`src/sv/ipd_pkg.sv`:
```
// Package for the incremental PID duty update block.
// Holds widths, fixed-point constants, register codes and item types.
// No dependencies; every other file of the block imports it.
package ipd_pkg;

    localparam int DUTY_FRAC_BITS = 16;
    localparam int GAIN_FRAC_BITS = 24;
    localparam int ERR_FRAC_BITS  = 8;

    localparam int DATA_W = 16;
    localparam int ERR_W  = DATA_W + 1;
    localparam int GAIN_W = 32;
    localparam int INC_W  = 32;
    localparam int DUTY_W = 16;
    localparam int CFG_W  = 32;

    localparam int PROD_W  = ERR_W + GAIN_W;
    localparam int SUM_W   = PROD_W + 2;
    localparam int RESCALE = ERR_FRAC_BITS + GAIN_FRAC_BITS - DUTY_FRAC_BITS;

    // Exact unsigned division by ten for 32-bit values: (x * RECIP) >> RECIP_SHIFT.
    localparam logic [INC_W-1:0] RECIP       = 32'hCCCC_CCCD;
    localparam int               RECIP_SHIFT = 35;
    localparam int               RPROD_W     = 2 * INC_W;
    localparam int               QMAG_W      = RPROD_W - RECIP_SHIFT;
    localparam int               Q_W         = QMAG_W + 1;
    localparam int               CAND_W      = Q_W + 1;

    localparam int DUTY_LIMIT = (DUTY_FRAC_BITS < DUTY_W) ? (1 << DUTY_FRAC_BITS)
                                                          : (1 << DUTY_W);

    localparam logic signed [GAIN_W-1:0] GAIN_CURRENT_RESET = 32'sd67109;
    localparam logic [DUTY_W-1:0]        START_DUTY_RESET   = 16'd32768;

    // Queue depths must be powers of two so that the pointers wrap on their own.
    localparam int QUEUE_DEPTH = 4;
    localparam int QUEUE_AW    = $clog2(QUEUE_DEPTH);
    localparam int QUEUE_CW    = $clog2(QUEUE_DEPTH + 1);
    localparam int OUTQ_DEPTH  = 2;
    localparam int OUTQ_AW     = $clog2(OUTQ_DEPTH);
    localparam int OUTQ_CW     = $clog2(OUTQ_DEPTH + 1);

    localparam int N_STAGES = 5;

    typedef enum logic [1:0] {
        CFG_GAIN_CURRENT,
        CFG_GAIN_PREVIOUS,
        CFG_GAIN_BEFORE_PREVIOUS,
        CFG_START_DUTY
    } t_cfg_index;

    typedef struct packed {
        logic signed [GAIN_W-1:0] g_current;
        logic signed [GAIN_W-1:0] g_previous;
        logic signed [GAIN_W-1:0] g_before_previous;
    } t_gains;

    typedef struct packed {
        logic signed [ERR_W-1:0] e0;
        logic signed [ERR_W-1:0] e1;
        logic signed [ERR_W-1:0] e2;
    } t_err_item;

    typedef struct packed {
        logic [DUTY_W-1:0]       duty;
        logic                    accepted;
        logic signed [INC_W-1:0] increment;
    } t_result;

endpackage

```
`src/sv/ipd_queue.sv`:
```
// Short queue of error items between the front and back ends.
// Register array with wrapping pointers and a fill count; depends on ipd_pkg.
module ipd_queue (
    input  logic               i_clk,
    input  logic               i_rst_n,
    input  logic               i_wr_en,
    input  ipd_pkg::t_err_item i_wr_item,
    output logic               o_full,
    input  logic               i_rd_en,
    output ipd_pkg::t_err_item o_rd_item,
    output logic               o_empty
);
    import ipd_pkg::*;

    t_err_item             r_mem [QUEUE_DEPTH];
    logic [QUEUE_AW-1:0]   r_wr_ptr, n_wr_ptr;
    logic [QUEUE_AW-1:0]   r_rd_ptr, n_rd_ptr;
    logic [QUEUE_CW-1:0]   r_count, n_count;

    assign o_full    = (r_count == QUEUE_CW'(QUEUE_DEPTH));
    assign o_empty   = (r_count == '0);
    assign o_rd_item = r_mem[r_rd_ptr];

    always_comb begin
        n_wr_ptr = r_wr_ptr;
        n_rd_ptr = r_rd_ptr;
        n_count  = r_count;
        if (i_wr_en) begin
            n_wr_ptr = r_wr_ptr + 1'b1;
        end
        if (i_rd_en) begin
            n_rd_ptr = r_rd_ptr + 1'b1;
        end
        if (i_wr_en && !i_rd_en) begin
            n_count = r_count + 1'b1;
        end else if (!i_wr_en && i_rd_en) begin
            n_count = r_count - 1'b1;
        end
    end

    always_ff @(posedge i_clk) begin
        if (i_wr_en) begin
            r_mem[r_wr_ptr] <= i_wr_item;
        end
    end

    always_ff @(posedge i_clk) begin
        if (!i_rst_n) begin
            r_wr_ptr <= '0;
            r_rd_ptr <= '0;
            r_count  <= '0;
        end else begin
            r_wr_ptr <= n_wr_ptr;
            r_rd_ptr <= n_rd_ptr;
            r_count  <= n_count;
        end
    end

endmodule

```
`config.mk`:
```
export PLATFORM = sky130hd
export DESIGN_NAME = ipd_queue
export DESIGN_NICKNAME = d
export VERILOG_FILES = /design/src/sv/ipd_pkg.sv /design/src/sv/ipd_queue.sv
export SDC_FILE = /design/constraint.sdc
export NUM_CORES = 1
export LEC_CHECK = 0
export BUFFER_PORTS_ARGS = -buffer_cell sky130_fd_sc_hd__buf_2
export CAP_MARGIN = 10
export CORE_AREA = 2 2 153 155
export CTS_CLUSTER_DIAMETER = 120
export CTS_CLUSTER_SIZE = 14
export DETAILED_ROUTE_END_ITERATION = 16
export DIE_AREA = 0 0 155 157
export PLACE_DENSITY = 0.57
export SLEW_MARGIN = 10
export SYNTH_ARGS = -nofsm -noshare
export SYNTH_HDL_FRONTEND = slang
export SYNTH_SLANG_ARGS = --single-unit
```
`constraint.sdc`:
```
create_clock -name i_clk -period 2.35 [get_ports i_clk]
set_input_delay 0.1175 -clock i_clk [delete_from_list [all_inputs] [get_ports i_clk]]
set_output_delay 0.1175 -clock i_clk [all_outputs]
set_load 0.02 [all_outputs]
```
==> results of run 1 <==
## area by class of cell
cell class	instances	area, sq um
inverters	4	15.0
clock buffers	25	498
diodes	1	2.50
multi-input cells	81	1410
repair buffers	172	1210
fillers	1902	12700
clock inverters	1	16.3
well taps	285	357
flip-flops and latches	213	6310
## state kept, by name, summed over array words and instances (netlist names), named ones only
name      flops
r_count       3
r_rd_ptr      2
r_wr_ptr      2
r_mem       204
## power groups by stage
stage | clock [uW] | combinational, uW | sequential, uW
3_5_place_dp | 0 | 930 | 4520
2_1_floorplan | 0 | 638 | 4480
6_report | 2700 | 977 | 4440
5_1_grt | 2940 | 1060 | 4460
4_1_cts | 2820 | 1000 | 4440
3_3_place_gp | 0 | 919 | 4510
## timing repair
item,CTS,global route
hold buffers,53,0
endpoints found under the setup margin,0,0
hold endpoints to repair,213,0
## cells by family (layout without fill, tap and decap cells)
| group | Yosys count | in the layout | synth area share [%] |
|---|---|---|---|
| flip-flops | 213 | 213 | 80.2 |
| multiplexers | 53 | 53 | 14.9 |
| buffers and inverters | 16 | 202 | 1.97 |
| AND/OR/NAND/NOR | 15 | 15 | 1.16 |
| adder cells (fa/ha/maj) | 6 | 6 | 1.05 |
| XOR/XNOR | 5 | 5 | 0.557 |
| AO/OA/AOI/OAI | 2 | 2 | 0.159 |
| other | 0 | 1 | 0 |
## critical path: stages (launching register included)
cell and delay [ns]:
dfxtp_4 0.61, buf_12 0.27, mux4_2 0.54, buf_2 0.18
## metrics by stage
| step | utilization (%) | hold slack [ns] | cells | setup slack [ns] |
|---|---|---|---|---|
| after floorplan | - | 0.216 | 310 | 0.181 |
| after global placement | 39.0 | 0.327 | 702 | 0.594 |
| after detailed placement | 39.0 | 0.334 | 702 | 0.595 |
| after CTS | 43.6 | 0.0225 | 781 | 0.0576 |
| after global routing | 43.6 | 0.0756 | 781 | 0.00523 |
| final | 43.6 | 0.0394 | 782 | 0.152 |
## per-layer routing
metal / GRT usage, % / up-vias / wire length, um
li1: - / 1658 / -
met1: 14.7 / 1892 / 6010
met2: 22.2 / 92 / 7650
met3: 2.56 / 20 / 656
met4: 2.87 / 0 / 265
met5: 0 / - / 0
## worst max path at each step
stage / endpoint
3_5_place_dp: o_rd_item[45]
6_report: o_rd_item[45]
2_1_floorplan: r_mem[2][0]
4_1_cts: o_rd_item[45]
3_3_place_gp: o_rd_item[45]
5_1_grt: o_rd_item[45]
## layout by cell type (no fill, tap or decap)
| cell | n |
|---|---|
| or3_1 | 1 |
| fa_1 | 1 |
| buf_4 | 8 |
| clkbuf_16 | 19 |
| o21ai_0 | 1 |
| mux4_1 | 1 |
| nor3_1 | 1 |
| mux4_2 | 50 |
| and2_1 | 5 |
| and2_2 | 4 |
| nand2_1 | 1 |
| diode_2 | 1 |
| clkinv_8 | 1 |
| clkbuf_1 | 6 |
| a21boi_0 | 1 |
| nor2b_1 | 2 |
| nor3b_1 | 1 |
| dlygate4sd3_1 | 53 |
| ha_1 | 5 |
| buf_12 | 4 |
| dfxtp_1 | 7 |
| mux2i_1 | 2 |
| inv_1 | 4 |
| dfxtp_4 | 1 |
| edfxtp_1 | 204 |
| xor2_1 | 3 |
| xnor2_1 | 2 |
| buf_2 | 107 |
| dfxtp_2 | 1 |
==> flow_results.org, run 1 <==
** Synthesis
- For this run, the register share of the synthesized area comes to about four fifths.
- Syn Inst Count :: 310
- Predominant post-synthesis flop cell :: edfxtp_1
- Commonest cells in the synthesized netlist :: edfxtp_1, mux4_2, and2_1, dfxtp_1
- edfxtp_1 takes more of the synthesized area than any other cell.
- Ranked by total cell area, the synthesized netlist is headed by edfxtp_1, mux4_2, dfxtp_1.
- Number of unique standard cell types used by synthesis :: 22
- Cell with the most instances after synthesis :: edfxtp_1
- Number of enable flip-flop cells after synthesis :: 204
- Count of yosys warnings during synthesis :: 0
- Synthesis inferred roughly 210 register bits.
- Of all flip-flops after synthesis, the portion carrying an async set or reset was 0%.
- The number of nets in the synthesized netlist is between 300 and 400.
- In this run the cell area of the synthesized design comes to approximately 7900 sq um.
- The average instance in the mapped netlist occupies roughly 25 sq um.
- Top-area cell type share of the netlist area :: between 70 and 80%

** Worst hold path
- The path with the worst hold slack has its endpoint at r_wr_ptr[1].
- In this run the most critical hold path is launched from i_wr_en.
- Type of the tightest min-delay check :: in -> reg
- Worst hold path cell count :: 3

** Global routing
- First-pass GRT wire length :: around 23000 um
- Remaining global-route overflow :: 0
- Initial antenna violation count :: 1
- Global routing used 12.1% of the available tracks.
- Number of global-route vias before repair :: 4131
- Pin count of the biggest net entering global routing :: 28

** Timing
- On the final layout, the worst clock skew is roughly 0.012 ns.
- The final critical path takes up between 90 and 100% of the cycle.
- The count of endpoints failing hold in the final timing report came to 0.
- RSZ-0062 raised after global routing :: no
- Final setup violation count :: 0
- Slew Limit Headroom :: about three fifths
- At the pin with the least slew margin, the transition time is approximately 0.6 ns.
- Setup total negative slack on the finished layout was measured at 0 ns.
- The routed design could run at a clock period as short as ~2.2 ns.
- Fmax achieved :: about 450 MHz
- The final number of max-transition violations came to 0.

** Die
- The region available for standard cell placement spans ~23000 sq um.
- Row Count :: 55
- Ports placed on the boundary :: between 100 and 150
- Die boundary width :: 155 um
- The die covers 24300 sq um.
- The initial utilization of the core area, before any placement, comes to between 30% and 40%.
- Die H :: 157 um

** Place
- Post-detailed-placement half-perimeter wirelength :: approximately 8800 um
- Routability-driven placement finished with a final weighted congestion of 0.621.
- Summing all placed instances gives a cell area of 8770 sq um.
- The count of buffers added on input and output ports is ~110.

** Pwr
- Net switching is a little under a quarter of the power.
- The worst-case IR drop observed on VDD is 0.440 mV.
- Combinational logic is responsible for about an eighth of the overall power.
- Power Internal :: approximately 6300 uW
- In this run the static leakage power is 0.00333 uW.
- Summing internal, switching and leakage power gives ~8000 uW.
- The share of total power dissipated in the clock network is 33.3%.
- Sequential cells account for approximately 55% of the total power.
- In this run the power spent charging and discharging nets is 1830 uW.
- Power per Cell Area :: ~830 nW/um^2

** Clock tree
- Inserted Clock Buffers :: 19
- Number of sinks on the clock net :: about 210
- The longest clock path from root to sink contains 3 buffers.
- Count of cells resized by post-cts repair :: 0
- CTS tree :: done
- Clock-pin slew was measured on the worst setup and hold paths at 0.06 ns.
- H-tree depth :: 1
- Clock network latency to the later pin of the worst-skew pair :: roughly 0.47 ns
- Clock root buffer :: clkbuf_16
- Buffers inserted by post-CTS timing repair :: 0

** Route
- Summing over every cut layer, the via total after detailed routing is about 3700.
- Final antenna-violating net count :: 0
- Aggregate routed wire length :: 14600 um
- In the routed design, unresolved DRC markers number 0.
- The first detailed-routing pass took 4 iterations.
- In the final routed layout, each cell accounts on average for about 19 um.
- Drt first-iter violations :: about 160
- After detailed routing, the number of vias per cell comes to around 4.7.

** Setup path
- Measured in cells, the most critical reg-to-reg path has a length of 4.
- Data on the critical path is required at its endpoint by around 2.2 ns.
- The worst setup path is of the reg -> out kind.
- The worst setup path is launched from a flip-flop.
- Largest fanout on the critical path :: 19
- Data arrives at the worst endpoint at between 2 and 2.5 ns.
- STA classifies the critical path endpoint as an output port.
- The worst register-to-register path ends at r_count[2].
- Slack of the worst reg-to-reg path :: slightly above 0.8 ns
- The startpoint identified for the worst register-to-register timing path is r_count[0].

** Flow run
- Max-cap violations in this run came to 0.

** Status
- Run status :: finished clean

** Cells and area
- Nets :: ~550
- Of the cells placed in the final design, the portion with a size suffix greater than 1 is just under 40%.
- The area growth from synthesis to layout is 24.8%.
- Post-route cell area :: slightly below 10000 sq um
Power figures use the tool's default switching activity.
==> inputs of run 2 (changes only) <==
--- a/config.mk
+++ b/config.mk
@@ -7,12 +7,12 @@
 export LEC_CHECK = 0
 export BUFFER_PORTS_ARGS = -buffer_cell sky130_fd_sc_hd__buf_2
 export CAP_MARGIN = 10
-export CORE_AREA = 2 2 153 155
+export CORE_AREA = 2 2 121 123
 export CTS_CLUSTER_DIAMETER = 120
 export CTS_CLUSTER_SIZE = 14
 export DETAILED_ROUTE_END_ITERATION = 16
-export DIE_AREA = 0 0 155 157
-export PLACE_DENSITY = 0.57
+export DIE_AREA = 0 0 123 125
+export PLACE_DENSITY = 0.82
 export SLEW_MARGIN = 10
 export SYNTH_ARGS = -nofsm -noshare
 export SYNTH_HDL_FRONTEND = slang
==> constraint.sdc (replaced) <==
create_clock -name i_clk -period 2.35 [get_ports i_clk]
set_input_delay 0.1175 -clock i_clk [delete_from_list [all_inputs] [get_ports i_clk]]
set_output_delay 0.1175 -clock i_clk [all_outputs]
set_load 0.05 [all_outputs]
==> run 2 against run 1 <==
Against the previous run: sequential power is essentially flat; final cell count fell by 11%; via count rose by 2.8%; utilization up 25 points; combinational power is 39% higher; fmax increased by 4.7%; setup slack better by 0.098 ns; sequential share of layout area about the same; first-iteration DRC count up 60%; highest routed layer unchanged.
==> flow_results.org, run 2 (synthesis results as in run 1) <==
** Status
- Run status :: finished clean

** Route
- The number of remaining DRC errors was 0 (unchanged).
- The number of nets with antenna violations after detailed routing came to 0 (unchanged).
- Drt first-iter violations :: 255 (+60%)
- The average routed wire per standard cell came to 19.9 um (+6.7%).
- The number of vias per cell after detailed routing came to 5.41 (+16%).
- Number of search-and-repair iterations in the first detailed-routing pass :: 5 (+1)
- The post-detailed-routing wire length was 13800 um (-5.1%).
- The via count is 3765 (+2.8%).

** Timing
- The worst clock skew on the final layout came to 0.0149 ns (+0.00288 ns).
- Setup repair after global routing left no endpoint under its margin.
- Post-layout minimum cycle time :: 2.10 ns (-0.0984 ns)
- Final worst path period share :: 89.4% (-4.2 points)
- Slew Limit Headroom :: 67.5% (+6.9 points)
- The final setup violation count came to 0 (unchanged).
- Sum of negative setup slack :: 0 ns (unchanged)
- The count of endpoints failing hold in the final timing report is 0 (unchanged).
- The achievable clock frequency came to 476 MHz (+4.7%).
- Number of slew-limit violations in the final report :: 0 (unchanged)
- Measured slew at the worst slew-check pin :: 0.488 ns (-0.103 ns)

** Cells and area
- Ranked by flip-flop count, first place goes to r_mem.
- The synthesis-to-layout area growth came to 24.8% (about the same).
- The library cell used most frequently in the layout, excluding fill and tap cells, is edfxtp_1.
- Nets :: 560 (+1.4%)
- The count of antenna diodes in the layout came to 0 (-1).
- The largest registers in the layout are r_mem: 204 flops, r_count: 3 flops.
- The fraction of final layout cells sized beyond drive strength 1 was 40.0% (+0.72 points).
- Commonest cells after routing, fill and taps aside :: edfxtp_1, buf_2, dlygate4sd3_1
- The flip-flop count of the largest register, all copies and words added is 204 (unchanged).

** Clock tree
- The clock insertion delay at the later pin of the skew report was 0.48 ns (about the same).
- The number of gates resized after cts was 0 (unchanged).
- Number of buffers on the longest clock path :: 3 (unchanged)
- Clock root buffer :: clkbuf_16
- TritonCTS built the clock tree.
- The total clock buffers created by CTS is 19 (unchanged).
- The number of sinks on the clock net came to 213 (unchanged).
- The level count of the clock H-tree is 1 (unchanged).
- Clock Pin Slew Worst Setup and Hold Paths :: 0.06 ns (about the same)

** Worst hold path
- Type of the tightest min-delay check :: in -> reg
- Critical hold path startpoint :: i_rd_en
- Worst hold path cell count :: 3 (unchanged)

** Global routing
- The number of global-route vias before repair came to 3954 (-4.3%).
- In this run the most used layer during global routing was met2.
- Met1 usage in global routing :: 24.9% (+10 points)
- Remaining global-route overflow :: 0 (unchanged)
- Initial antenna violation count :: 0 (-1)
- Met3 Resource Use GR :: 3.24% (+0.68 points)
- The maximum number of pins on one net before global-route repair came to 33 (+18%).
- Total global-route track usage :: 18.2% (+6.1 points)
- The wire length of the first global-routing pass came to 21100 um (-6.3%).
- Met2 track demand over resource in global routing :: 30.5% (+8.2 points)

** Pwr
- The final total power is 8570 uW (+5.6%).
- The ratio of total power to cell area was 873 nW/um^2 (+5.5%).
- The worst vdd rail ir drop was 0.724 mV (+65%).
- Static Leakage :: 0.00340 uW (+2.0%)

** Setup path
- Slack of the worst reg-to-reg path :: 0.66 ns (-0.15 ns)
- The critical-path maximum fanout is 12 (-7).
- Type of the worst setup path :: reg -> out
- Crit end category :: output port
- Worst path arrival time :: 1.98 ns (-0.10 ns)
- The worst register-to-register path ends at r_mem[2][28].
- The worst-case reg-to-reg path depth came to 4 (unchanged).
- The startpoint identified for the worst register-to-register timing path is r_wr_ptr[0].
- The endpoint required time on the critical path is 2.23 ns (about the same).
- Category of the worst setup path launch point :: flip-flop

** Place
- Post-detailed-placement half-perimeter wirelength :: 8420 um (-4.7%)
- The last weighted congestion value of the routability-driven placer was 0.689 (+11%).
- The number of input and output port buffers inserted was 107 (unchanged).

** Die
- The core outline area came to 14200 sq um (-37%).
- Ports placed on the boundary :: 108 (unchanged)
- The die outline area was 15400 sq um (-37%).
- Die boundary width :: 123 um (-21%)
- The initial standard-cell utilization of the core is 55.4% (+20 points).
- Die H :: 125 um (-20%)
- The total number of placement rows came to 44 (-20%).

** Flow run
- The max-capacitance violation count came to 0 (unchanged).
run 2: metrics by stage:
stage | cell area (sq um) | hold slack (ns) | std cells | util (%) | worst slack [ns]
finish | 9810 | 0.0131 | 696 | 69.1 | 0.250
CTS | 9750 | 0.000663 | 687 | 68.6 | 0.0367
global route | 9810 | 0.0207 | 696 | 69.1 | 0.182
detailed placement | 8680 | 0.334 | 601 | 61.1 | 0.553
global placement | 8680 | 0.327 | 601 | 61.1 | 0.575
floorplan | 7860 | 0.216 | 310 | - | 0.181
run 2: critical path, cell delays in order, from the launching register on:
cell	delay (ns)
dfxtp_4	0.46
buf_4	0.25
mux4_2	0.55
buf_2	0.23
run 2: how the worst max path moves through the flow:
stage                         end  slack, ns
detailed placement  o_rd_item[12]       0.55
CTS                 o_rd_item[12]       0.04
global route        o_rd_item[27]       0.18
global placement     o_rd_item[2]       0.57
finish              o_rd_item[27]       0.25
floorplan             r_mem[2][0]       0.18
run 2: layout make-up:
cell class / count / area [sq um]
Clock inverter: 2 / 25.0
Tap cell: 184 / 230
Multi-Input combinational cell: 81 / 1410
Inverter: 4 / 15.0
Fill cell: 911 / 4390
Sequential cell: 213 / 6310
Clock buffer: 32 / 524
Timing Repair Buffer: 180 / 1300
run 2: timing repair:
action / in CTS / in global routing
hold buffers: 52 / 0
endpoints found under the hold margin: 213 / 0
setup buffers: 0 / 9
setup endpoints to repair: 0 / 10
run 2: report_power, final:
group	switching, uW	leakage [uW]	internal [uW]
combinational	884	0.00119	478
sequential	60.1	0.00195	4360
clock	1260	0.000261	1530
total	2200	0.00340	6370
run 2: per-layer routing:
metal	up-vias	wire length (um)
met5	-	0
met4	0	294
met3	25	699
met2	122	6990
met1	1933	5860
li1	1685	-
