**src/sv/ipd_pkg.sv**
```systemverilog
// Package for the incremental PID duty update block.
// Holds widths, fixed-point constants, register codes and item types.
// No dependencies; every other file of the block imports it.
package ipd_pkg;

    localparam int DUTY_FRAC_BITS = 16;
    localparam int GAIN_FRAC_BITS = 24;
    localparam int ERR_FRAC_BITS  = 8;

    localparam int DATA_W = 16;
    localparam int ERR_W  = DATA_W + 1;
    localparam int GAIN_W = 32;
    localparam int INC_W  = 32;
    localparam int DUTY_W = 16;
    localparam int CFG_W  = 32;

    localparam int PROD_W  = ERR_W + GAIN_W;
    localparam int SUM_W   = PROD_W + 2;
    localparam int RESCALE = ERR_FRAC_BITS + GAIN_FRAC_BITS - DUTY_FRAC_BITS;

    // Exact unsigned division by ten for 32-bit values: (x * RECIP) >> RECIP_SHIFT.
    localparam logic [INC_W-1:0] RECIP       = 32'hCCCC_CCCD;
    localparam int               RECIP_SHIFT = 35;
    localparam int               RPROD_W     = 2 * INC_W;
    localparam int               QMAG_W      = RPROD_W - RECIP_SHIFT;
    localparam int               Q_W         = QMAG_W + 1;
    localparam int               CAND_W      = Q_W + 1;

    localparam int DUTY_LIMIT = (DUTY_FRAC_BITS < DUTY_W) ? (1 << DUTY_FRAC_BITS)
                                                          : (1 << DUTY_W);

    localparam logic signed [GAIN_W-1:0] GAIN_CURRENT_RESET = 32'sd67109;
    localparam logic [DUTY_W-1:0]        START_DUTY_RESET   = 16'd32768;

    // Queue depths must be powers of two so that the pointers wrap on their own.
    localparam int QUEUE_DEPTH = 4;
    localparam int QUEUE_AW    = $clog2(QUEUE_DEPTH);
    localparam int QUEUE_CW    = $clog2(QUEUE_DEPTH + 1);
    localparam int OUTQ_DEPTH  = 2;
    localparam int OUTQ_AW     = $clog2(OUTQ_DEPTH);
    localparam int OUTQ_CW     = $clog2(OUTQ_DEPTH + 1);

    localparam int N_STAGES = 5;

    typedef enum logic [1:0] {
        CFG_GAIN_CURRENT,
        CFG_GAIN_PREVIOUS,
        CFG_GAIN_BEFORE_PREVIOUS,
        CFG_START_DUTY
    } t_cfg_index;

    typedef struct packed {
        logic signed [GAIN_W-1:0] g_current;
        logic signed [GAIN_W-1:0] g_previous;
        logic signed [GAIN_W-1:0] g_before_previous;
    } t_gains;

    typedef struct packed {
        logic signed [ERR_W-1:0] e0;
        logic signed [ERR_W-1:0] e1;
        logic signed [ERR_W-1:0] e2;
    } t_err_item;

    typedef struct packed {
        logic [DUTY_W-1:0]       duty;
        logic                    accepted;
        logic signed [INC_W-1:0] increment;
    } t_result;

endpackage

```
**src/sv/ipd_front.sv**
```systemverilog
// Front end of the incremental PID duty update block.
// Accepts ticks, forms the error and keeps the error history; depends on ipd_pkg.
module ipd_front (
    input  logic                      i_clk,
    input  logic                      i_rst_n,
    input  logic                      push,
    input  logic [ipd_pkg::DATA_W-1:0] i_setpoint,
    input  logic [ipd_pkg::DATA_W-1:0] i_measured,
    input  logic                      i_queue_full,
    output logic                      o_wr_en,
    output ipd_pkg::t_err_item        o_wr_item
);
    import ipd_pkg::*;

    logic signed [ERR_W-1:0] r_e1, n_e1;
    logic signed [ERR_W-1:0] r_e2, n_e2;
    logic signed [ERR_W-1:0] w_e0;

    assign w_e0    = $signed({1'b0, i_setpoint}) - $signed({1'b0, i_measured});
    assign o_wr_en = push && !i_queue_full;

    always_comb begin
        o_wr_item.e0 = w_e0;
        o_wr_item.e1 = r_e1;
        o_wr_item.e2 = r_e2;
        n_e1 = r_e1;
        n_e2 = r_e2;
        if (o_wr_en) begin
            n_e1 = w_e0;
            n_e2 = r_e1;
        end
    end

    always_ff @(posedge i_clk) begin
        if (!i_rst_n) begin
            r_e1 <= '0;
            r_e2 <= '0;
        end else begin
            r_e1 <= n_e1;
            r_e2 <= n_e2;
        end
    end

endmodule

```
**config.mk**
```make
export PLATFORM = sky130hd
export DESIGN_NAME = ipd_front
export DESIGN_NICKNAME = d
export VERILOG_FILES = /design/src/sv/ipd_pkg.sv /design/src/sv/ipd_front.sv
export SDC_FILE = /design/constraint.sdc
export NUM_CORES = 1
export LEC_CHECK = 0
export BUFFER_PORTS_ARGS = -buffer_cell sky130_fd_sc_hd__buf_2
export CAP_MARGIN = 25
export CELL_PAD_IN_SITES_DETAIL_PLACEMENT = 0
export CELL_PAD_IN_SITES_GLOBAL_PLACEMENT = 1
export CORE_UTILIZATION = 36
export CTS_CLUSTER_SIZE = 30
export DETAILED_ROUTE_END_ITERATION = 10
export PLACE_DENSITY = 0.95
export SYNTH_ARGS = -nofsm -noshare
export SYNTH_HDL_FRONTEND = slang
export SYNTH_SLANG_ARGS = --single-unit
```
**constraint.sdc**
```tcl
create_clock -name i_clk -period 2.8 [get_ports i_clk]
set_input_delay 0.14 -clock i_clk [delete_from_list [all_inputs] [get_ports i_clk]]
set_output_delay 0.14 -clock i_clk [all_outputs]
set_load 0.05 [all_outputs]
```
==> results of run 1 <==
## routing by layer
layer | share of wire | vias to the layer above | track usage
met3 | 0.050 | 7 | 0.0250
li1 | - | 1205 | -
met2 | 0.46 | 68 | 0.269
met1 | 0.47 | 1034 | 0.251
met5 | 0 | - | 0
met4 | 0.016 | 0 | 0.0661
## power breakdown
part           leakage [nW]  internal [W]  switching, W  total [W]
sequential            0.277      0.000509     0.0000172   0.000526
combinational          1.03      0.000171      0.000474   0.000645
clock                0.0383      0.000171      0.000160   0.000331
## per-stage QoR
step | utilization | hold WS (ns) | setup slack [ns] | cells
final | 0.469 | 0.187 | 0.498 | 456
after global routing | 0.469 | 0.197 | 0.288 | 456
after CTS | 0.469 | 0.184 | 0.485 | 456
after detailed placement | 0.456 | 0.445 | 0.495 | 449
after global placement | 0.456 | 0.440 | 0.542 | 449
after floorplan | - | 0.364 | 0.410 | 301
## placed cells by master (no fill, tap or decap), types with 4 or more instances in the layout
master,count
ha_1,16
o21a_1,4
nand3_1,13
nor2_1,11
nand4_1,5
a21oi_1,36
o21ai_0,10
and3_1,4
dfxtp_1,34
nand2b_1,5
nand2_1,62
clkbuf_8,5
buf_2,87
nor3_1,7
xor2_1,7
a21o_1,5
inv_1,22
## kinds of logic (layout without fill, tap and decap cells)
logic type               after synthesis  in the layout  share of synthesized area
AO/OA/AOI/OAI                         84             84                      0.247
XOR/XNOR                              10             10                     0.0394
adder cells (fa/ha/maj)               17             17                     0.0992
buffers and inverters                 40            120                     0.0710
flip-flops                            34             34                      0.306
multiplexers                           1              1                    0.00451
AND/OR/NAND/NOR                      115            115                      0.232
## worst paths after layout
path / from / to / slack (ns)
worst max-delay path: i_setpoint[0] / o_wr_item[48] / 0.50
worst min register to register: r_e2[16] / r_e2[16] / 0.45
worst min-delay path: i_measured[0] / r_e1[0] / 0.19
worst max register to register: r_e1[9] / r_e1[9] / 2.06
## flip-flops by register name (all words and copies together), names as in the netlist
register,count
r_e2,17
r_e1,17
## cell type report
| cell class | instances | area share |
|---|---|---|
| sequential | 34 | 0.245 |
| clock buffer | 7 | 0.0275 |
| tap | 75 | 0.0338 |
| inverter | 23 | 0.0311 |
| timing repair buffer | 90 | 0.165 |
| multi-input combinational | 227 | 0.498 |
## worst max-delay path, cell delays in order
cell and delay, ns:
buf_2 0.08, inv_1 0.03, ha_1 0.22, fa_1 0.40, nand2b_1 0.19, a21oi_2 0.21
o21ai_1 0.19, o21ai_0 0.27, xor2_1 0.16, buf_2 0.27
==> flow_summary.rst, run 1 <==
.. list-table::
   :header-rows: 1

   * - Metric
     - Value
   * - Run status
     - finished clean
   * - Y dimension of the die
     - 80.5 um
   * - # Post-CTS Setup Buffers
     - 0
   * - Share of post-route cells with drive strength above 1
     - 0.265
   * - DR vias
     - 2314
   * - Combined area of the multi-input logic cells
     - 1380 sq um
   * - Area enclosed by the die boundary
     - 6490 sq um
   * - Antenna cells
     - 0
   * - Most used flip-flop cell after synthesis
     - dfxtp_1
   * - Final sum of negative setup slack
     - 0 ns
   * - Yosys Warn Count
     - 0
   * - Area grow syn2layout
     - 25.1%
   * - Portion of the post-synthesis area used by sequential elements
     - 0.306
   * - Final setup violation count
     - 0
   * - Post_cts resized
     - 0
   * - Synth area leaders
     - dfxtp_1 31%, nand2_1 10%, ha_1 9.0%, a21oi_1 8.1%, inv_1 3.7%
   * - Max capacitance violation total
     - 0
   * - Number of synthesized flops with an enable pin
     - 0
   * - Endpoint type of the worst setup path
     - output port
   * - Static leakage power
     - 1.34 nW
   * - Antenna viol nets, final
     - 0
   * - Initial Utilization
     - 0.375
   * - Global route total overflow
     - 0
   * - Horiz. Die Dim
     - 80.5 um
   * - Core outline area
     - 5920 sq um
   * - Asr flop ratio synth
     - 0
   * - Average size of a mapped cell
     - 7.38 sq um
   * - Clock transition at the registers of the reported paths
     - 0.06 ns
   * - Weighted congestion at the end of routability-driven global placement
     - 0.851
   * - Net count of the finished layout
     - 434
   * - Number of synthesized register bits
     - 34
   * - Leading post-synthesis cells by instance count
     - 62 x nand2_1, 36 x a21oi_1, 34 x dfxtp_1
   * - Cell type contributing the most total cell area after synthesis
     - dfxtp_1
   * - Max Freq
     - 434 MHz
   * - Share of the synthesized area in the top cell type
     - 0.306
   * - First-pass GRT wire length
     - 9090 um
   * - Maximum vdd drop
     - 0.273 mV
   * - Overall global routing resource usage
     - 0.177
   * - Number of buffers on the longest clock path
     - 2
   * - Number of instances in the synthesized netlist
     - 301
   * - Std-Cell Rows
     - 28
   * - Clock tree from TritonCTS
     - done
   * - Endpoint arrival time on the critical path
     - 2.16 ns
   * - Hold buffer count at cts
     - 0
   * - Cell with the most instances after synthesis
     - nand2_1
   * - Number of top-level pins
     - 88
   * - Total non-filler cell area in the finished layout
     - 2780 sq um
   * - Mapped cell area
     - 2220 sq um
   * - Startpoint kind of the worst setup timing path
     - input pin
   * - H-tree depth
     - 2
   * - Pin count of the biggest net entering global routing
     - 40
   * - Setup Crit Path Kind
     - in -> out
   * - Number of nets in the synthesized netlist
     - 354
   * - Number of cells traversed by the worst hold path
     - 3
   * - TritonCTS buffer count
     - 5
   * - Number of cells traversed by the worst register-to-register path
     - 2
   * - Type of the tightest min-delay check
     - in -> reg
   * - Initial antenna violation count
     - 0
   * - Number of distinct library cell variants in the gate-level netlist after synthesis
     - 47
   * - Setup clock skew after layout
     - 0.00275 ns
   * - Final number of hold-violating endpoints
     - 0
   * - Number of DRC violations after detailed routing
     - 0
   * - Iteration-0 DRC Markers
     - 127
   * - Number of global-route vias before repair
     - 1938
   * - Largest fanout on the critical path
     - 6
   * - Number of optimization iterations in the first detailed-route pass
     - 5
   * - Number of sinks on the clock net
     - 34
   * - Clock root buffer
     - clkbuf_8
   * - Avg Vias per Cell
     - 5.07
   * - Final min period
     - 2.30 ns
   * - RSZ-0062 raised after global routing
     - false
   * - Placement-stage cell area
     - 2700 sq um
   * - Max_slew headroom
     - 0.686
   * - Power density over cell area
     - 541 nW/um^2
   * - Final worst path period share
     - 0.822
   * - Routed WL
     - 5720 um
   * - Area taken by flip-flops and latches
     - 681 sq um
   * - Drt wl/cell
     - 12.5 um
   * - DPL Wire Length
     - 4430 um
   * - Total of fill cells in the finished design
     - 612
   * - Count of input and output buffers
     - 87
   * - Actual slew at the worst max-slew pin
     - 0.465 ns
   * - Max-slew violations
     - 0
   * - Required time of the worst setup path
     - 2.66 ns
   * - Total power after layout
     - 0.00150 W
   * - Worst skew pair latency
     - 0.28 ns
Power figures use the tool's default switching activity.
==> run 2: changes to the inputs <==
Settings changed: CORE_UTILIZATION 36 to 31, PLACE_DENSITY 0.95 to 0.89.
Clock period 2.8 ns to 1.96 ns, I/O delays scaled along.
==> run 2 against run 1 <==
First-iteration DRC count is 14% lower. Combinational power is 69% higher. Non-clock buffer count is 26 higher.
==> flow_summary.rst, run 2 (same netlist as run 1, synthesis figures left out) <==
.. list-table::
   :header-rows: 1

   * - Metric
     - Value
   * - Std-Cell Rows
     - 30
   * - Placement-stage cell area
     - 2980 sq um
   * - Overall global routing resource usage
     - 0.174
   * - Hold buffer count at cts
     - 0
   * - Startpoint kind of the worst setup timing path
     - input pin
   * - Max Freq
     - 520 MHz
   * - Worst setup timing slack at the placement stage
     - -0.172 ns
   * - Number of optimization iterations in the first detailed-route pass
     - 4
   * - Pin count of the biggest net entering global routing
     - 39
   * - Delay of the slowest cell on the worst path
     - 0.38 ns
   * - Final number of hold-violating endpoints
     - 0
   * - Share of post-route cells with drive strength above 1
     - 0.375
   * - Post-route setup slack
     - 0.0374 ns
   * - Routed WL
     - 6370 um
   * - Critical path cell sequence
     - buf_2, inv_1, ha_2, a21oi_1, buf_4, a211oi_4, o21ai_0, nand2_1, xor2_2, clkbuf_4
   * - Endpoint arrival time on the critical path
     - 1.82 ns
   * - Maximum vdd drop
     - 0.210 mV
   * - Setup clock skew after layout
     - 0.00223 ns
   * - Power density over cell area
     - 740 nW/um^2
   * - Weighted congestion at the end of routability-driven global placement
     - 0.842
   * - Largest fanout on the critical path
     - 4
   * - Source of the worst register-to-register timing path
     - r_e1[14]
   * - Final worst path period share
     - 0.981
   * - Hold slack final
     - 0.144 ns
   * - Number of top-level pins
     - 88
   * - Antenna cells
     - 0
   * - Worst skew pair latency
     - 0.28 ns
   * - Worst setup path startpoint
     - i_measured[2]
   * - Area enclosed by the die boundary
     - 7510 sq um
   * - Crit path capture
     - o_wr_item[49]
   * - Type of the tightest min-delay check
     - in -> reg
   * - Most frequent standard cell in the layout excluding fill and tap cells
     - buf_2
   * - Core outline area
     - 6870 sq um
   * - Horiz. Die Dim
     - 86.6 um
   * - Static leakage power
     - 1.51 nW
   * - Critical R2R Capture
     - r_e1[14]
   * - Area grow syn2layout
     - 43.7%
   * - Clock root buffer
     - clkbuf_8
   * - Global route total overflow
     - 0
   * - Number of buffers on the longest clock path
     - 2
   * - H-tree depth
     - 2
   * - Slowest library cell on the worst path
     - ha_2
   * - Final setup violation count
     - 0
   * - Setup Crit Path Kind
     - in -> out
   * - First-pass GRT wire length
     - 10400 um
   * - Total non-filler cell area in the finished layout
     - 3190 sq um
   * - Leading cell types in the layout, fill and taps excluded
     - 77 x buf_2, 60 x nand2_1, 34 x a21oi_1, 34 x dfxtp_1, 32 x buf_4
   * - Total of fill cells in the finished design
     - 718
   * - DP Cell Count
     - 495
   * - DPL Wire Length
     - 4910 um
   * - Avg Vias per Cell
     - 4.78
   * - Clock transition at the registers of the reported paths
     - 0.06 ns
   * - TritonCTS buffer count
     - 5
   * - RSZ-0062 raised after global routing
     - true
   * - Number of sinks on the clock net
     - 34
   * - Max_slew headroom
     - 0.742
   * - Number of global-route vias before repair
     - 2258
   * - Net count of the finished layout
     - 460
   * - Initial antenna violation count
     - 0
   * - Y dimension of the die
     - 86.6 um
   * - Number of DRC violations after detailed routing
     - 0
   * - Clock tree from TritonCTS
     - done
   * - Required time of the worst setup path
     - 1.86 ns
   * - Final min period
     - 1.92 ns
   * - DR vias
     - 2408
   * - Endpoint type of the worst setup path
     - output port
   * - Regs by FF count
     - r_e1 (17), r_e2 (17)
   * - Number of cells traversed by the worst register-to-register path
     - 3
   * - Drt wl/cell
     - 12.6 um
   * - Count of input and output buffers
     - 87
   * - Final non-filler cell total
     - 504
   * - Actual slew at the worst max-slew pin
     - 0.387 ns
   * - Antenna viol nets, final
     - 0
   * - R2R setup slack
     - 1.21 ns
   * - Iteration-0 DRC Markers
     - 109
   * - Run status
     - finished clean
   * - Initial Utilization
     - 0.323
   * - Max capacitance violation total
     - 0
   * - Max-slew violations
     - 0
## run 2: cell types whose count changed in the layout (fill, tap and decap cells not counted), moves of 4 or more
cell     previous run  this run
o21ai_0            10         6
buf_6               0         5
buf_4               3        32
xor2_1              7         1
xor2_2              0         6
buf_2              87        77
## run 2: layout make-up
class	count	area, sq um	area share
Multi-Input combinational cell	227	1520	0.475
Timing Repair Buffer	116	697	0.218
Sequential cell	34	681	0.213
Tap cell	96	120	0.0376
Clock buffer	7	86.3	0.0271
Inverter	23	86.3	0.0271
Clock inverter	1	5.00	0.00157
## run 2: metal layers
metal	routed length, um	global-route usage
met5	0	0
met3	230	0.0257
met2	3010	0.294
met4	76	0.0545
met1	3050	0.227
## run 2: timing repair
action                                  CTS  global route
pin swaps                                 2             3
setup buffers                             0             1
gates resized for setup                  18            20
endpoints found under the setup margin    5            10
## run 2: critical path, delay by kind of cell
| family | cells | cell delay, ns |
|---|---|---|
| fa+ha+maj | 1 | 0.38 |
| buf+inv | 4 | 0.51 |
| simple gates | 1 | 0.12 |
| compound gates | 3 | 0.56 |
| xor+xnor | 1 | 0.15 |
## run 2: per-stage QoR
| stage | utilization | TNS, ns | total power (W) |
|---|---|---|---|
| 2_1_floorplan | - | -0.252 | 0.00150 |
| 3_3_place_gp | 0.434 | -0.878 | 0.00177 |
| 3_5_place_dp | 0.434 | -0.957 | 0.00178 |
| 4_1_cts | 0.455 | 0 | 0.00235 |
| 5_1_grt | 0.464 | -0.0725 | 0.00249 |
| 6_report | 0.464 | 0 | 0.00236 |
## run 2: report_power, final
group	total, W	internal, W	switching, W
clock network	0.000517	0.000283	0.000234
logic	0.00109	0.000357	0.000736
registers	0.000751	0.000726	0.0000245
total	0.00236	0.00137	0.000994
## run 2: how the worst min path moves through the flow
stage | from | endpoint | slack, ns | cells past startpoint
finish | i_measured[0] | r_e1[0] | 0.14 | 3
global route | i_measured[0] | r_e1[0] | 0.14 | 3
CTS | i_measured[0] | r_e1[0] | 0.13 | 3
detailed placement | i_measured[0] | r_e1[0] | 0.43 | 3
global placement | i_measured[0] | r_e1[0] | 0.43 | 3
floorplan | i_measured[0] | r_e1[0] | 0.32 | 2
==> run 3: changes to the inputs <==
Settings changed: ABC_AREA set to 1, CORE_UTILIZATION 31 to 29, PLACE_DENSITY 0.89 to 0.87, RECOVER_POWER set to 25.
Clock period 1.96 ns to 1.7 ns, I/O delays scaled along.
==> run 3 against run 2 <==
Sequential power is 18% higher. Largest power group unchanged. Synthesized cell count is 25% higher. Critical endpoint is now o_wr_item[42]. Register-to-register slack worse by 0.23 ns.
==> flow_summary.rst, run 3 <==
.. list-table::
   :header-rows: 1

   * - Metric
     - Value
   * - Run status
     - finished clean
   * - Mapped cell area
     - 2290 sq um
   * - Leading cell types in the layout, fill and taps excluded
     - 95 x nand2_1, 82 x inv_1, 78 x buf_2
   * - Type of the tightest min-delay check
     - in -> reg
   * - Cell with the most instances after synthesis
     - nand2_1
   * - Number of DRC violations after detailed routing
     - 0
   * - Antenna viol nets, final
     - 0
   * - Delay of the slowest cell on the worst path
     - 0.35 ns
   * - Yosys Warn Count
     - 0
   * - Setup clock skew after layout
     - 0.000793 ns
   * - Cell type contributing the most total cell area after synthesis
     - dfxtp_1
   * - Number of synthesized flops with an enable pin
     - 0
   * - Startpoint kind of the worst setup timing path
     - input pin
   * - Regs by FF count
     - r_e1 (17), r_e2 (17)
   * - First-pass GRT wire length
     - 9940 um
   * - Critical path buffers and inverters
     - 4
   * - Required time of the worst setup path
     - 1.62 ns
   * - Leading post-synthesis cells by instance count
     - 98 x nand2_1, 83 x inv_1, 39 x nor2_1
   * - Number of cells traversed by the worst hold path
     - 3
   * - Final setup violation count
     - 0
   * - Final number of hold-violating endpoints
     - 0
   * - Number of synthesized register bits
     - 34
   * - Slowest library cell on the worst path
     - fa_2
   * - Max capacitance violation total
     - 0
   * - Share of the core filled with cells in the final layout
     - 0.408
   * - Drt wl/cell
     - 10.1 um
   * - TritonCTS buffer count
     - 5
   * - Portion of the post-synthesis area used by sequential elements
     - 0.297
   * - Share of post-route cells with drive strength above 1
     - 0.286
   * - H-tree depth
     - 2
   * - DPL Wire Length
     - 4730 um
   * - Total non-filler cell area in the finished layout
     - 3140 sq um
   * - Number of sinks on the clock net
     - 34
   * - Critical R2R Capture
     - r_e1[6]
   * - DR vias
     - 2420
   * - Actual slew at the worst max-slew pin
     - 0.647 ns
   * - Largest fanout on the critical path
     - 3
   * - Horiz. Die Dim
     - 90.9 um
   * - Clock transition at the registers of the reported paths
     - 0.06 ns
   * - Y dimension of the die
     - 90.9 um
   * - Average size of a mapped cell
     - 6.08 sq um
   * - Endpoint type of the worst setup path
     - output port
   * - Net count of the finished layout
     - 529
   * - Number of optimization iterations in the first detailed-route pass
     - 4
   * - Routed WL
     - 5830 um
   * - Maximum vdd drop
     - 0.286 mV
   * - Count of input and output buffers
     - 87
   * - Static leakage power
     - 1.90 nW
   * - Total of fill cells in the finished design
     - 876
   * - Number of buffers on the longest clock path
     - 2
   * - Area taken by flip-flops and latches
     - 681 sq um
   * - Clock root buffer
     - clkbuf_8
   * - Number of top-level pins
     - 88
   * - Global route total overflow
     - 0
   * - Worst skew pair latency
     - 0.28 ns
   * - Worst Hold Path EP
     - r_e1[0]
   * - RSZ-0062 raised after global routing
     - false
   * - Number of global-route vias before repair
     - 2302
   * - Area grow syn2layout
     - 36.9%
   * - Antenna cells
     - 0
   * - Iteration-0 DRC Markers
     - 38
   * - Max_slew headroom
     - 0.569
   * - Final min period
     - 1.63 ns
   * - R2R setup slack
     - 0.98 ns
   * - Number of distinct library cell variants in the gate-level netlist after synthesis
     - 22
   * - Std-Cell Rows
     - 32
   * - Power density over cell area
     - 917 nW/um^2
   * - Clock tree from TritonCTS
     - done
   * - Initial antenna violation count
     - 0
   * - Endpoint arrival time on the critical path
     - 1.54 ns
   * - Number of instances in the synthesized netlist
     - 377
   * - Area enclosed by the die boundary
     - 8270 sq um
   * - Most used flip-flop cell after synthesis
     - dfxtp_1
   * - Placement-stage cell area
     - 2960 sq um
   * - Core outline area
     - 7690 sq um
   * - Avg Vias per Cell
     - 4.19
   * - Pin count of the biggest net entering global routing
     - 32
   * - Initial Utilization
     - 0.298
   * - Critical path cell sequence
     - buf_2, inv_1, ha_2, fa_2, inv_2, nand3_1, nand3_2, a21oi_2, or2_1, nand2_2, buf_8
   * - Weighted congestion at the end of routability-driven global placement
     - 0.791
   * - Min-delay src
     - i_measured[0]
   * - Synth area leaders
     - dfxtp_1 30%, nand2_1 16%, inv_1 14%, ha_1 8.7%, nor2_1 6.4%
   * - Most frequent standard cell in the layout excluding fill and tap cells
     - nand2_1
   * - Share of the synthesized area in the top cell type
     - 0.297
   * - Gate family responsible for the most delay along the worst path
     - adder cells
   * - Combined area of the multi-input logic cells
     - 1320 sq um
   * - Final worst path period share
     - 0.956
   * - Number of nets in the synthesized netlist
     - 430
   * - Asr flop ratio synth
     - 0
   * - Source of the worst register-to-register timing path
     - r_e1[6]
   * - Setup Crit Path Kind
     - in -> out
   * - Overall global routing resource usage
     - 0.147
   * - Max Freq
     - 615 MHz
   * - Number of cells traversed by the worst register-to-register path
     - 4
   * - Max-slew violations
     - 0
## run 3: cell types whose count changed in the layout (fill, tap and decap cells not counted), sizes merged, moves of 8 or more
cell / change
nor2: +29
o21ai: +15
nand3: +8
inv: +66
a21oi: -9
buf: -18
nand2: +38
## run 3: timing repair
item / 4_1_cts / 5_1_grt
gates cloned: 0 / 0
endpoints found under the setup margin: 7 / 11
resized for setup: 6 / 19
setup buffers: 1 / 0
pin swaps: 1 / 3
hold buffers: 0 / 0
## run 3: logic make-up after synthesis
logic type	Yosys count	share of synthesized area
and+or+nand+nor	167	0.300
buffers and inverters	98	0.164
AOI/OAI and AO/OA	55	0.121
DFF	34	0.297
adders and majority gates	17	0.0960
xor gates and xnor gates	6	0.0229
## run 3: where the power goes
group	internal [W]	switching [W]
logic	0.000363	0.000891
registers	0.000853	0.0000302
clock network	0.000469	0.000272
total	0.00169	0.00119
## run 3: metrics by stage
step           hold slack [ns]  instances  total power, W  setup WS (ns)  setup TNS (ns)
3_3_place_gp             0.454        570         0.00211         -0.123          -0.412
4_1_cts                  0.174        578         0.00289        0.00424               0
3_5_place_dp             0.456        570         0.00212         -0.153          -0.660
6_report                 0.158        578         0.00288         0.0740               0
2_1_floorplan            0.223        377         0.00180         -0.110          -0.186
5_1_grt                  0.161        578         0.00306        0.00211               0
## run 3: how the worst max path moves through the flow
stage,from,end,slack (ns),cells after the start
6_report,i_setpoint[0],o_wr_item[42],0.07,11
5_1_grt,i_measured[3],o_wr_item[47],0.002,12
4_1_cts,i_setpoint[0],o_wr_item[50],0.004,13
3_5_place_dp,i_setpoint[0],o_wr_item[42],-0.15,11
3_3_place_gp,i_setpoint[0],o_wr_item[42],-0.12,11
2_1_floorplan,i_measured[2],r_e1[3],-0.11,7
## run 3: final cells by class
type                    count  area share
clock buffers               6      0.0263
clock inverters             1     0.00957
inverters                  88       0.105
multi-input cells         245       0.420
flip-flops and latches     34       0.217
well taps                 102      0.0407
repair buffers            102       0.182
## run 3: worst min-delay path, cell delays in order
cell     delay [ns]
buf_2          0.08
ha_2           0.16
a21oi_1        0.06
## run 3: per-layer routing
layer / routed length [um] / part of all wire / vias to the layer above / track usage
li1: - / - / 1335 / -
met1: 2850 / 0.49 / 1012 / 0.190
met2: 2680 / 0.46 / 67 / 0.254
met3: 258 / 0.044 / 6 / 0.0176
met4: 46 / 0.0079 / 0 / 0.0476
met5: 0 / 0 / - / 0
